`config.mk`:
```
export PLATFORM = sky130hd
export DESIGN_NAME = pmrb_isqrt
export DESIGN_NICKNAME = d
export VERILOG_FILES = /design/src/hw/rtl/pmrb_isqrt.sv
export SDC_FILE = /design/constraint.sdc
export NUM_CORES = 1
export LEC_CHECK = 0
export BUFFER_PORTS_ARGS = -buffer_cell sky130_fd_sc_hd__buf_2
export CAP_MARGIN = 20
export CORE_ASPECT_RATIO = 0.6
export CORE_MARGIN = 3
export CORE_UTILIZATION = 50
export DETAILED_ROUTE_END_ITERATION = 10
export GPL_TIMING_DRIVEN = 0
export PLACE_DENSITY = 0.71
export SLEW_MARGIN = 25
export SYNTH_ARGS = -nofsm -noshare
export SYNTH_HDL_FRONTEND = slang
export SYNTH_SLANG_ARGS = --single-unit
export TNS_END_PERCENT = 30
```
`constraint.sdc`:
```
create_clock -name clk -period 4.8 [get_ports clk]
set_input_delay 0 -clock clk [delete_from_list [all_inputs] [get_ports clk]]
set_output_delay 0 -clock clk [all_outputs]
set_load 0.1 [all_outputs]
```
`src/hw/rtl/pmrb_isqrt.sv`:
```
module pmrb_isqrt (
  input  logic        clk,
  input  logic        rst_n,
  input  logic        start,
  input  logic [49:0] value,
  output logic        done,
  output logic [24:0] root
);

  logic [49:0] v_r;
  logic [27:0] rem_r, rem_sh, trial;
  logic [24:0] root_r;
  logic [4:0]  cnt_r;
  logic        run_r;

  always_comb begin
    rem_sh = {rem_r[25:0], v_r[49:48]};
    trial  = {1'b0, root_r, 2'b01};
  end

  // two bits of the radicand a cycle
  always_ff @(posedge clk) begin
    if (!rst_n) begin
      run_r <= 1'b0;
      cnt_r <= '0;
    end else if (start) begin
      run_r  <= 1'b1;
      cnt_r  <= '0;
      v_r    <= value;
      rem_r  <= '0;
      root_r <= '0;
    end else if (run_r) begin
      v_r <= {v_r[47:0], 2'b00};
      if (rem_sh >= trial) begin
        rem_r  <= rem_sh - trial;
        root_r <= {root_r[23:0], 1'b1};
      end else begin
        rem_r  <= rem_sh;
        root_r <= {root_r[23:0], 1'b0};
      end
      cnt_r <= cnt_r + 5'd1;
      if (cnt_r == 5'd24) begin
        run_r <= 1'b0;
      end
    end
  end

  assign done = !run_r;
  assign root = root_r;

endmodule

```
# Word-level counts from Yosys, hierarchy flattened
# Index checks and enable logic that the tools add are counted.
word_totals:
  register_bits: 107
  in_bits: 53
  out_inout_bits: 26
  wordCells: 23
op_classes:
  addsub: 2
  magnitude_cmp: 1
  eq_ne: 1
  muxes: 9
  n_bitwise: 1
  reduce_logical: 4
ops:
  columns: ["operator", "count"]
  rows:
  - ["$mux W50", 2]
  - ["$mux W26", 2]
  - ["$ge A28 B27 Y1", 1]
  - ["$sub A26 B26 Y26", 1]
  - ["$mux W25", 1]
  - ["$add A5 B1 Y5 const B", 1]
  - ["$eq A5 B5 Y1 const B", 1]
  - ["$mux W1", 4]
  - ["$reduce_and A2 Y1", 1]
  - ["$reduce_bool A2 Y1", 1]
  - ["$reduce_or A2 Y1", 1]
  - ["$logic_not A1 Y1", 1]
  - ["$not A1 Y1", 1]

# Logic depth before layout (Yosys ltp)
depth:
  word_depth: 4
  depth_mapped: 12
  mapped_depth_nobuf: 10

# Least setup slack after synthesis
# Ideal clock, no wire load.
synth_timing:
  kind: "register to register"
  startpoint: "register run_r"
  endpoint: "register rem_r[0], enable pin"
  t_arrival_ns: 2.886
  required_ns: 4.331
  setup_slack_ns: 1.445
  path_stages_with_launch: 3
  path_buffers: 1
  path_cell_list: "dfxtp_1 > clkbuf_1 > o21a_1"
synth_between:
  elab_chain_len: 2
synth_lines:
  columns: ["element", "line_no", "text"]
  rows:
  - ["start, declared", "14", "logic run_r;"]
  - ["start signal, assigned", "24", "run_r <= 1'b0;"]
  - ["start signal, assigned", "27", "run_r <= 1'b1;"]
  - ["start signal, assigned", "43", "run_r <= 1'b0;"]
  - ["$reduce_bool A2 Y1 (no line)", null, null]
  - ["$reduce_and A2 Y1 (no line)", null, null]
  - ["end signal, assigned", "35", "rem_r <= rem_sh - trial;"]
  - ["end signal, assigned", "38", "rem_r <= rem_sh;"]
  - ["end, declared", "11", "logic [27:0] rem_r, rem_sh, trial;"]
# Every way passes these cells.
# A chain may end at the register's enable or synchronous reset.

# Final worst setup path
layout_timing:
  startpoint: "register rem_r[16]"
  endpoint: "register rem_r[10] (data pin)"
layout_between:
  elab_chain_len: 3
layout_lines:
  columns: ["element", "line_no", "text"]
  rows:
  - ["$ge A28 B27 Y1", "34", "if (rem_sh >= trial) begin"]
  - ["$mux W26", "34", null]
  - ["$mux W26", "32", "end else if (run_r) begin"]
# Every way passes these cells. The select of a mux whose other input is x is not followed.

==> out/metrics.yaml <==
clock_tree:
  root_buffer: "clkbuf_16"
  postCtsSetupBuffers: 0
  htreeDepth: 3
  cts.path.max_buffers: 2
  clkLatencyLatePin_ps: 350
  clk_pin_slew_ps: 80
  cts_tree: "yes"
  cts_sinks: 107
  cts_made_buffers: 9
timing:
  slew_headroom_pct: 51.8
  hold_viol: 0
  fmax_mhz: 326
  finalCriticalPeriod_ps: 3060
  min_period_over_period_pct: 63.8
  hold_slack_ps: 17.6
  skew_ps: 11.3
  rsz0062_at_grt: "false"
  setup_violations: 0
  worst_pin_slew_ps: 722
  timing.final.max_slew_violations: 0
  tns_ps: 0
synth:
  synth_common_cells: "edfxtp_1, mux2_2, nor2_1"
  synth_top_area_cell: "edfxtp_1"
  synth_nets: 604
  synthTopCellsByArea: "edfxtp_1, mux2_2, ha_1"
  yosysMostFrequentCell: "edfxtp_1"
  synth_area_per_cell_um2: 11.4
  syn_area_mm2: 0.00596
  ys_warn_count: 0
  yosysTopAreaCellShare_pct: 50.9
  ys_ff_latch: 107
  synthArstFlopShare_pct: 0
  syn_inst: 522
  yosysSeqAreaShare_pct: 52.9
  synth_edf_count: 101
  synth.distinct_cells: 60
  synth_ff_type: "edfxtp_1"
grt:
  grt_pass1_wl_um: 23500
  grt_start_max_net_pins: 53
  grt_usage_pct: 22.0
  antenna_found_initial: 0
  first_global_vias: 4551
  grt_overflow: 0
detailed_routing:
  finalWirelength_um: 14400
  vias: 4622
  drt-initial-drc-count: 414
  wl_per_cell_um: 17.4
  drc: 0
  via_per_inst: 5.59
  dr.pass1.iters: 6
  ant_nets: 0
power_and_ir_drop:
  p_per_area_mw_per_mm2: 346
  p_int_mw: 1.73
  power.leakage_nw: 2.92
  switching_share_pct: 32.3
  comb_power_share_pct: 26.7
  ir_drop_uv: 170
  power_frac_clock_pct: 28.8
  p_seq_share_pct: 44.5
  power.switching_mw: 0.828
place:
  io_buffers: 77
  gp_congestion: 0.923
  place_hpwl_um: 10300
cells_and_area:
  final_layout_size_suffix_gt1_share_pct: 25.6
  utilization_pct: 64.6
  multi_input_area_mm2: 0.00257
  fillCellCount: 901
  seqCellArea_mm2: 0.00315
  nets: 744
  antennaDiodeCount: 0
  area_growth_syn_to_layout_pct: 24.1
floorplan:
  dieArea_mm2: 0.0133
  core_area_mm2: 0.0114
  fp-row-count: 30
  num_io_pins: 79
  die_h_um: 90.6
  start_util_pct: 52.1
  die_x_um: 147
setup_path:
  cp-start-kind: "flop"
  worstSetupPathType: "reg2reg"
  critPathArrivalTime_ps: 3240
  worstPathRequired_ps: 4970
  cp_max_fo: 10
  cp-end-kind: "flop"
run_status:
  status: "finished, final reports clean"
worst_hold_path:
  hold_class: "in2reg"
run:
  drv_cap: 0
## routing by layer
metal | up-vias | part of all wire [%] | global-route usage, %
met2 | 176 | 41 | 30.3
met5 | - | 0 | 0
li1 | 2211 | - | -
met3 | 17 | 7.0 | 3.91
met4 | 0 | 1.1 | 5.43
met1 | 2218 | 51 | 35.4
## power groups by stage
stage | Combinational, mW | Sequential [mW] | Clock [mW]
after floorplan | 0.400 | 1.24 | 0
after global placement | 0.617 | 1.16 | 0
after detailed placement | 0.637 | 1.16 | 0
after CTS | 0.672 | 1.14 | 0.753
after global routing | 0.743 | 1.15 | 0.784
final | 0.684 | 1.14 | 0.738
## final cells by class
cell class                 count  area share [%]
buffer                        28            1.67
clock buffer                   9            3.04
clock inverter                 7           0.947
inverter                      33            1.67
multi-input combinational    354            34.7
sequential                   107            42.6
tap                          160            2.71
timing repair buffer         129            12.6
## repair_timing
action	4_1_cts	5_1_grt
hold endpoints to repair	50	0
gates resized for setup	0	0
hold buffers	50	0
## logic make-up after synthesis
group	count (synthesis)	synth area share, %
xor gates and xnor gates	24	3.53
AOI/OAI and AO/OA	120	13.3
muxes	49	9.23
and+or+nand+nor	132	10.8
DFF	107	52.9
adders and majority gates	29	6.09
buffers and inverters	61	4.16
## layout by cell type, fill, tap and decap left out, types with 10 or more instances in the layout
master / instances
o21ai_0: 28
buf_2: 86
ha_1: 29
inv_1: 33
xnor2_1: 11
clkbuf_1: 15
a211oi_1: 10
mux2_2: 48
nand3_1: 25
dlygate4sd3_1: 50
nand2_1: 21
edfxtp_1: 101
nor2_1: 45
a21oi_1: 34
xor2_1: 13
## flip-flops by register name (all words and copies together), names as in the netlist
| register | flops |
|---|---|
| v_r | 50 |
| run_r | 1 |
| rem_r | 26 |
| root | 25 |
| cnt_r | 5 |
## path summary, 6_finish.rpt
kind / from / end / slack (ps) / cells after the start
worst max-delay path: rem_r[16]$_SDFFCE_PP0P_ / rem_r[10]$_SDFFCE_PP0P_ / 1740 / 11
worst min-delay path: rst_n / cnt_r[2]$_SDFFE_PP0P_ / 20 / 3
worst max register to register: rem_r[16]$_SDFFCE_PP0P_ / rem_r[10]$_SDFFCE_PP0P_ / 1740 / 11
worst min register to register: cnt_r[4]$_SDFFE_PP0P_ / cnt_r[4]$_SDFFE_PP0P_ / 530 / 2
## per-stage QoR
step                cells  instance area [um^2]  total power [mW]  worst slack (ps)
global placement      759                  6550              1.78               338
floorplan             522                  5960              1.64              1450
finish                827                  7400              2.56              1740
global route          827                  7400              2.67              1570
detailed placement    761                  6600              1.80              1830
CTS                   827                  7400              2.56              1820
## worst max-delay path, cell delays in order, from the launching register on
cell and delay [ps]:
edfxtp_1 420, ha_1 300, clkbuf_1 250, nand2_1 110, nor2_1 130, a221oi_1 150
o21ai_1 220, nand2_1 120, o21ai_2 380, clkbuf_1 410, o21ai_0 150, a21oi_1 250
Note: power is estimated with default switching activity, not from simulation.
