$ cat config.mk
export PLATFORM = sky130hd
export DESIGN_NAME = pmrb_cordic
export DESIGN_NICKNAME = d
export VERILOG_FILES = /design/src/hw/rtl/pmrb_pkg.sv /design/src/hw/rtl/pmrb_cordic.sv
export SDC_FILE = /design/constraint.sdc
export NUM_CORES = 1
export LEC_CHECK = 0
export BUFFER_PORTS_ARGS = -buffer_cell sky130_fd_sc_hd__buf_2
export CAP_MARGIN = 40
export CORE_AREA = 8 8 209 211
export DETAILED_ROUTE_END_ITERATION = 12
export DIE_AREA = 0 0 217 219
export PLACE_DENSITY_LB_ADDON = 0.12
export REMOVE_ABC_BUFFERS = 1
export SLEW_MARGIN = 20
export SYNTH_ARGS = -nofsm -noshare
export SYNTH_HDL_FRONTEND = slang
export SYNTH_SLANG_ARGS = --single-unit
export TNS_END_PERCENT = 10
$ cat constraint.sdc
create_clock -name clk -period 5.5 [get_ports clk]
set_clock_uncertainty 0.2 [all_clocks]
set_input_delay 0.55 -clock clk [delete_from_list [all_inputs] [get_ports clk]]
set_output_delay 0.55 -clock clk [all_outputs]
set_load 0.01 [all_outputs]
$ cat src/hw/rtl/pmrb_pkg.sv
package pmrb_pkg;

  localparam logic [1:0] OP_CLEAR = 2'd0;
  localparam logic [1:0] OP_ADD   = 2'd1;
  localparam logic [1:0] OP_READ  = 2'd2;
  localparam logic [1:0] OP_UNUSED = 2'd3;

  localparam logic [3:0] CFG_ORIGIN_X  = 4'd0;
  localparam logic [3:0] CFG_ORIGIN_Y  = 4'd1;
  localparam logic [3:0] CFG_BOX_MIN_X = 4'd2;
  localparam logic [3:0] CFG_BOX_MAX_X = 4'd3;
  localparam logic [3:0] CFG_BOX_MIN_Y = 4'd4;
  localparam logic [3:0] CFG_BOX_MAX_Y = 4'd5;
  localparam logic [3:0] CFG_RANGE_FLR = 4'd6;
  localparam logic [3:0] CFG_RANGE_CEIL = 4'd7;

  localparam int CORDIC_STEPS = 24;

  // binary angle steps, 2^32 units per turn
  localparam logic [31:0] ANGLE_STEP [CORDIC_STEPS] = '{
    32'h20000000, 32'h12E4051E, 32'h09FB385B, 32'h051111D4, 32'h028B0D43,
    32'h0145D7E1, 32'h00A2F61E, 32'h00517C55, 32'h0028BE53, 32'h00145F2F,
    32'h000A2F98, 32'h000517CC, 32'h00028BE6, 32'h000145F3, 32'h0000A2FA,
    32'h0000517D, 32'h000028BE, 32'h0000145F, 32'h00000A30, 32'h00000518,
    32'h0000028C, 32'h00000146, 32'h000000A3, 32'h00000051
  };

  typedef struct packed {
    logic [1:0]         op;
    logic signed [23:0] point_x;
    logic signed [23:0] point_y;
    logic [9:0]         read_index;
  } in_t;

  typedef struct packed {
    logic        accepted;
    logic [9:0]  bin_index;
    logic [23:0] bin_range;
    logic        bin_empty;
  } out_t;

endpackage

$ cat src/hw/rtl/pmrb_cordic.sv
module pmrb_cordic (
  input  logic               clk,
  input  logic               rst_n,
  input  logic               start,
  input  logic signed [24:0] dx,
  input  logic signed [24:0] dy,
  output logic               done,
  output logic signed [33:0] angle
);

  logic signed [33:0] x_r, y_r, z_r;
  logic signed [33:0] x0, y0, z0, xs, ys;
  logic [4:0]         cnt_r;
  logic               run_r;

  // scale by 64, fold the left half plane by a quarter turn
  always_comb begin
    x0 = {{3{dx[24]}}, dx, 6'd0};
    y0 = {{3{dy[24]}}, dy, 6'd0};
    z0 = '0;
    if (dx[24]) begin
      if (!dy[24]) begin
        x0 = {{3{dy[24]}}, dy, 6'd0};
        y0 = -{{3{dx[24]}}, dx, 6'd0};
        z0 = 34'sh040000000;
      end else begin
        x0 = -{{3{dy[24]}}, dy, 6'd0};
        y0 = {{3{dx[24]}}, dx, 6'd0};
        z0 = -34'sh040000000;
      end
    end
    xs = x_r >>> cnt_r;
    ys = y_r >>> cnt_r;
  end

  always_ff @(posedge clk) begin
    if (!rst_n) begin
      run_r <= 1'b0;
      cnt_r <= '0;
    end else if (start) begin
      run_r <= 1'b1;
      cnt_r <= '0;
      x_r   <= x0;
      y_r   <= y0;
      z_r   <= z0;
    end else if (run_r) begin
      if (!y_r[33]) begin
        x_r <= x_r + ys;
        y_r <= y_r - xs;
        z_r <= z_r + 34'(pmrb_pkg::ANGLE_STEP[cnt_r]);
      end else begin
        x_r <= x_r - ys;
        y_r <= y_r + xs;
        z_r <= z_r - 34'(pmrb_pkg::ANGLE_STEP[cnt_r]);
      end
      cnt_r <= cnt_r + 5'd1;
      if (cnt_r == 5'(pmrb_pkg::CORDIC_STEPS - 1)) begin
        run_r <= 1'b0;
      end
    end
  end

  assign done  = !run_r;
  assign angle = z_r;

endmodule

Word-level counts from Yosys, hierarchy flattened
Memories as Yosys holds them, arrays and structs flattened.
Index checks and enable logic that the tools add are counted.
{ "totals": {"n_memories": 1, "reg_bits": 108, "input_bits": 53, "mem_bits_ro": 1024, "out_inout_bits": 35} }
{ "mem_list": {"columns": ["name", "depth", "width", "rd", "rd_ports_with_merged_regs", "write_ports", "line", "source"], "rows": [
  ["(no name shown)", 32, 32, 1, 0, 0, "pmrb_cordic.sv:54", "z_r <= z_r - 34'(pmrb_pkg::ANGLE_STEP[cnt_r]);"]
]} }
{ "op_classes": {"magnitude_cmp": 1, "n_bitwise": 2, "eq_ne": 1, "n_shift": 2, "add_sub_neg": 9, "reduce_logical": 4, "mux": 20} }
{ "ops": {"columns": ["operator", "n"], "rows": [
  ["two-way mux 34 bit", 15],
  ["adder 34 bit", 2],
  ["negator 34 bit", 2],
  [">>> shifter 34 x 5 -> 34 bit", 2],
  ["subtractor 34 bit", 2],
  ["two-way mux 32 bit", 2],
  ["adder 34 x 32 -> 34 bit", 1],
  ["subtractor 34 x 32 -> 34 bit", 1],
  [">= comparator 6 bit (second input constant)", 1],
  ["inverter 5 -> 6 bit", 1],
  ["adder 5 x 1 -> 5 bit (second input constant)", 1],
  ["== test 5 bit (second input constant)", 1],
  ["two-way mux 1 bit", 3],
  ["AND reduction 2 bit", 1],
  ["nonzero test 2 bit", 1],
  ["OR reduction 2 bit", 1],
  ["logical NOT 1 bit", 1],
  ["inverter 1 bit", 1]
]} }

Depth between registers and ports, before layout
{ "depth": {"ltp_word": 8, "depth_mapped": 28} }

Worst setup path after synthesis
Ideal clock, no wire load.
{ "synth_path": {"kind": "reg2reg", "from": "register cnt_r[0]", "to": "register x_r[33], data pin", "period_less_slack_ns": 5.893, "path_slack_ns": -0.393, "path_buffers": 2, "stages_incl_launch_ff": 22, "t_arrival_ns": 5.544, "cell_sequence": "dfxtp_1 buf_6 buf_4 mux2_2 o211ai_1 o21ai_0 a2111oi_0 nand4bb_1 nor4_1 a21oi_1 xor2_1 ha_1 and3_1 and3_1 nand2_1 a21oi_1 o32ai_1 o21ai_0 a221oi_1 o21ai_0 nand2b_1 mux2i_1"} }
{ "synth_via": {"elab_chain_cells": 5, "word_cells_on_any_way": 6} }
{ "synth_rtl": {"columns": ["item", "line", "source"], "rows": [
  ["start: declaration", "pmrb_cordic.sv:13", "logic [4:0] cnt_r;"],
  ["start signal: assignment", "pmrb_cordic.sv:56", "cnt_r <= cnt_r + 5'd1;"],
  [">>> shifter 34 x 5 -> 34 bit *", "pmrb_cordic.sv:33", "ys = y_r >>> cnt_r;"],
  ["adder 34 bit or subtractor 34 bit (tied branches)", "pmrb_cordic.sv:48, pmrb_cordic.sv:52", null],
  ["two-way mux 34 bit *", "pmrb_cordic.sv:47", "if (!y_r[33]) begin"],
  ["two-way mux 34 bit *", "pmrb_cordic.sv:46", "end else if (run_r) begin"],
  ["two-way mux 34 bit *", "pmrb_cordic.sv:40", "end else if (start) begin"],
  ["end signal: assignment", "pmrb_cordic.sv:48", "x_r <= x_r + ys;"],
  ["end signal: assignment", "pmrb_cordic.sv:52", "x_r <= x_r - ys;"],
  ["end: declaration", "pmrb_cordic.sv:11", "logic signed [33:0] x_r, y_r, z_r;"]
]} }
Mark *: on every way between the ends. The rest lies on a longest branch, timed or not. The select of a mux whose other input is x is not followed.
A chain may end at the register's enable or synchronous reset.

Worst setup path in the final report
{ "layout_path": {"from": "register y_r[30]", "to": "register x_r[30], data pin"} }
{ "layout_via": {"elab_chain_cells": 5, "word_cells_on_any_way": 6} }
{ "layout_rtl": {"columns": ["item", "line", "source"], "rows": [
  ["start: declaration", "pmrb_cordic.sv:11", null],
  ["start signal: assignment", "pmrb_cordic.sv:44", "y_r <= y0;"],
  ["start signal: assignment", "pmrb_cordic.sv:49", "y_r <= y_r - xs;"],
  ["start signal: assignment", "pmrb_cordic.sv:53", "y_r <= y_r + xs;"],
  [">>> shifter 34 x 5 -> 34 bit *", "pmrb_cordic.sv:33", null],
  ["adder 34 bit or subtractor 34 bit (tied branches)", "pmrb_cordic.sv:48, pmrb_cordic.sv:52", null],
  ["two-way mux 34 bit *", "pmrb_cordic.sv:47", null],
  ["two-way mux 34 bit *", "pmrb_cordic.sv:46", null],
  ["two-way mux 34 bit *", "pmrb_cordic.sv:40", null]
]} }
Marked as above.

==> results.sh <==
export IMPL_status="finished, violations left"
export IMPL_failed_checks="negative setup slack"
export IMPL_grt_pass1_wl_um=125300
export IMPL_setup_viol=21
export IMPL_total_power_mw=9.182
export IMPL_path_depth=24
export IMPL_synth_cells=2205
export IMPL_critical_path_peak_fanout=4
export IMPL_synth_enable_flop_cells=102
export IMPL_io_pins=88
export IMPL_cts_tree="built"
export IMPL_crit_path_end_kind="flip-flop"
export IMPL_critical_path_slowest_cell="edfxtp_1"
export IMPL_grt_antenna_before_repair=0
export IMPL_drtIter0Drc=2201
export IMPL_syn_to_final_growth_pct=43.59
export IMPL_num_vias=21450
export IMPL_root_buffer="clkbuf_16"
export IMPL_first_pass_iters=6
export IMPL_grt_pass1_vias=21300
export IMPL_cts_hold_buffers=0
export IMPL_period_share_pct=106.9
export IMPL_post_synth_cell_area_avg_um2=8.123
export IMPL_drt_total_wl_um=83470
export IMPL_required_ns=5.44
export IMPL_yosysWarnings=0
export IMPL_rsz0062_at_grt="true"
export IMPL_final_max_slew_viol_count=0
export IMPL_viasPerCell=6.198
export IMPL_whs_path_depth=3
export IMPL_holdWs_ns=0.3272
export IMPL_drc_errors=0
export IMPL_synth_seq_cells=108
export IMPL_cap_violations=0
export IMPL_global_route_usage_total_pct=34.10
export IMPL_h_tree_depth=3
export IMPL_cp_common_cell="buf_4"
export IMPL_io_buffers=87
export IMPL_final_common_cell="buf_4"
export IMPL_layout_common_cells="buf_4, nor2_1, nand2_1"
export IMPL_grt_max_degree=86
export IMPL_yosys_top_cells_area="edfxtp_1, mux4_2, ha_1, xnor2_1, a21oi_1"
export IMPL_wl_per_cell_um=24.12
export IMPL_grt_ovfl_total=0
export IMPL_clk_pin_slew_ns=0.08
export IMPL_slew_headroom_pct=40.14
export IMPL_cts_buffer_depth=2
export IMPL_dp_hpwl_um=65910
export IMPL_synth_ff_type="edfxtp_1"
export IMPL_worst_r2r_cell_count=24
export IMPL_yosysTopAreaCellShare_pct=17.10
export IMPL_tightest_slew_ns=0.8930
export IMPL_ys_types=94
export IMPL_finalHoldViolations=0
export IMPL_start_util_pct=44.37
export IMPL_path_cells="buf_4, mux4_2, buf_4, a211oi_1, buf_4, a221oi_4, a31oi_2, and3_1, nor4bb_4, buf_4, nand2_1, buf_4, nor2_1, nor2_1, o32ai_1, buf_4, ha_1, a21o_1, nor2_1, a31oi_2, a221o_1, a21oi_2, xor2_1, o21ai_1"
export IMPL_hold_path_class="input pin to flip-flop"
export IMPL_final_antenna_net_count=0
export IMPL_die_area_um2=47520
export IMPL_finalWorstPathRequiredPeriod_ns=5.881
export IMPL_peakVddDrop_mv=0.2297
export IMPL_cellPowerDensity_nw_per_um2=357.0
export IMPL_setup_ws_ns=-0.3810
export IMPL_cellLeakagePower_nw=11.01
export IMPL_crit_family="compound AO/OA/AOI/OAI gates"
export IMPL_yosysSeqAreaShare_pct=17.77
export IMPL_clock_sinks=108
export IMPL_clock_latency_ns=0.42
export IMPL_fin_nets=3092
export IMPL_die_y_um=219
export IMPL_die_w_um=217
export IMPL_cp_data_arrival_time_ns=5.82
export IMPL_critPathKind="flip-flop to flip-flop"
export IMPL_async_reset_ff_share_pct=0
export IMPL_synth_largest_area_cell="edfxtp_1"
export IMPL_drive_gt1_share_pct=39.00
export IMPL_final_cell_area_um2=25720
export IMPL_post_dp_cell_area_um2=23830
export IMPL_gp_congestion=1.031
export IMPL_fmax_mhz=170.0
export IMPL_netlist_area_um2=17910
export IMPL_crit_buf_inv=6
export IMPL_num_rows=74
export IMPL_numCtsBuffers=9
export IMPL_dpl_worst_slack_ns=-1.136
export IMPL_start_kind="flip-flop"
export IMPL_core_um2=40370
export IMPL_max_stage_delay_ns=0.52
## through the flow
step                      instances  util (%)  TNS [ns]
final                          3461     63.71    -4.136
after floorplan                2064         -   -334.57
after CTS                      3441     62.43    -2.888
after global routing           3458     63.70    -11.42
after global placement         3383     59.02    -17.22
after detailed placement       3383     59.03    -19.75
## worst min-delay path, delay by kind of cell
family	cells	cell delay, ns
buffers and inverters	1	0.13
AND/OR/NAND/NOR	2	0.22
## kinds of logic (layout without fill, tap and decap cells)
kind of cell,Yosys count,after routing,share of synthesized area (%)
flops,108,108,17.77
simple gates,702,702,19.11
buf+inv,193,914,4.638
fa+ha+maj,117,117,8.298
other cells,0,3,0
mux,173,173,14.65
xor+xnor,186,186,9.095
compound gates,726,726,26.43
## synthesized netlist by cell type (11+ instances only)
| master | number |
|---|---|
| inv_1 | 49 |
| and2_1 | 20 |
| or3_1 | 20 |
| a21o_1 | 53 |
| o211ai_1 | 59 |
| nand3_1 | 42 |
| a22oi_1 | 15 |
| a211oi_1 | 28 |
| nand2_1 | 184 |
| mux2i_1 | 71 |
| and3_1 | 31 |
| o21bai_1 | 15 |
| nor2b_1 | 25 |
| buf_1 | 19 |
| a211o_1 | 11 |
| clkbuf_1 | 82 |
| xor2_1 | 80 |
| mux2_2 | 29 |
| nand4_1 | 13 |
| o21a_1 | 25 |
| edfxtp_1 | 102 |
| a31oi_1 | 38 |
| nor4_1 | 11 |
| nor3_1 | 46 |
| ha_1 | 114 |
| nor2_1 | 218 |
| o21ai_0 | 160 |
| nand2b_1 | 33 |
| xnor2_1 | 106 |
| mux4_2 | 68 |
| o31ai_1 | 20 |
| buf_2 | 28 |
| o22ai_1 | 23 |
| a21oi_1 | 171 |
## repair_timing
action                     CTS  global route
gates resized for setup    152           101
setup endpoints to repair   47            53
pin swaps                   46            63
setup buffers               40            15
gates cloned                 3             1
## state kept, by name, summed over array words and instances, names as in the netlist
name and count:
angle 34, x_r 34, y_r 34, cnt_r 5
run_r 1
## final timing paths
kind,from,to,slack (ns)
max,y_r[30]$_DFFE_PP_,x_r[30]$_DFFE_PP_,-0.38
min,rst_n,cnt_r[3]$_SDFFE_PP0P_,0.33
min reg2reg,run_r$_SDFF_PN0_,cnt_r[3]$_SDFFE_PP0P_,0.52
max reg2reg,y_r[30]$_DFFE_PP_,x_r[30]$_DFFE_PP_,-0.38
## final cells by class
cell class,count,area [µm²]
multi-input cells,1904,14830
fillers,3567,14650
repair buffers,847,6533
flip-flops and latches,108,3199
well taps,532,665.6
clock buffers,11,232.7
inverters,52,198.9
clock inverters,4,51.30
diodes,3,7.507
## layer usage
| metal | global-route usage (%) | wire (µm) | vias to the layer above |
|---|---|---|---|
| li1 | - | - | 9857 |
| met1 | 42.40 | 33650 | 10450 |
| met2 | 57.62 | 39880 | 940 |
| met3 | 4.846 | 5911 | 205 |
| met4 | 16.55 | 4039 | 0 |
| met5 | 0 | 0 | - |
## power breakdown
part           total, mW  internal, mW  switching, mW
registers           1.35          1.16          0.184
logic               7.12          3.56           3.56
clock network      0.717         0.353          0.364
total               9.18          5.08           4.10
(Power assumes the default switching activity.)
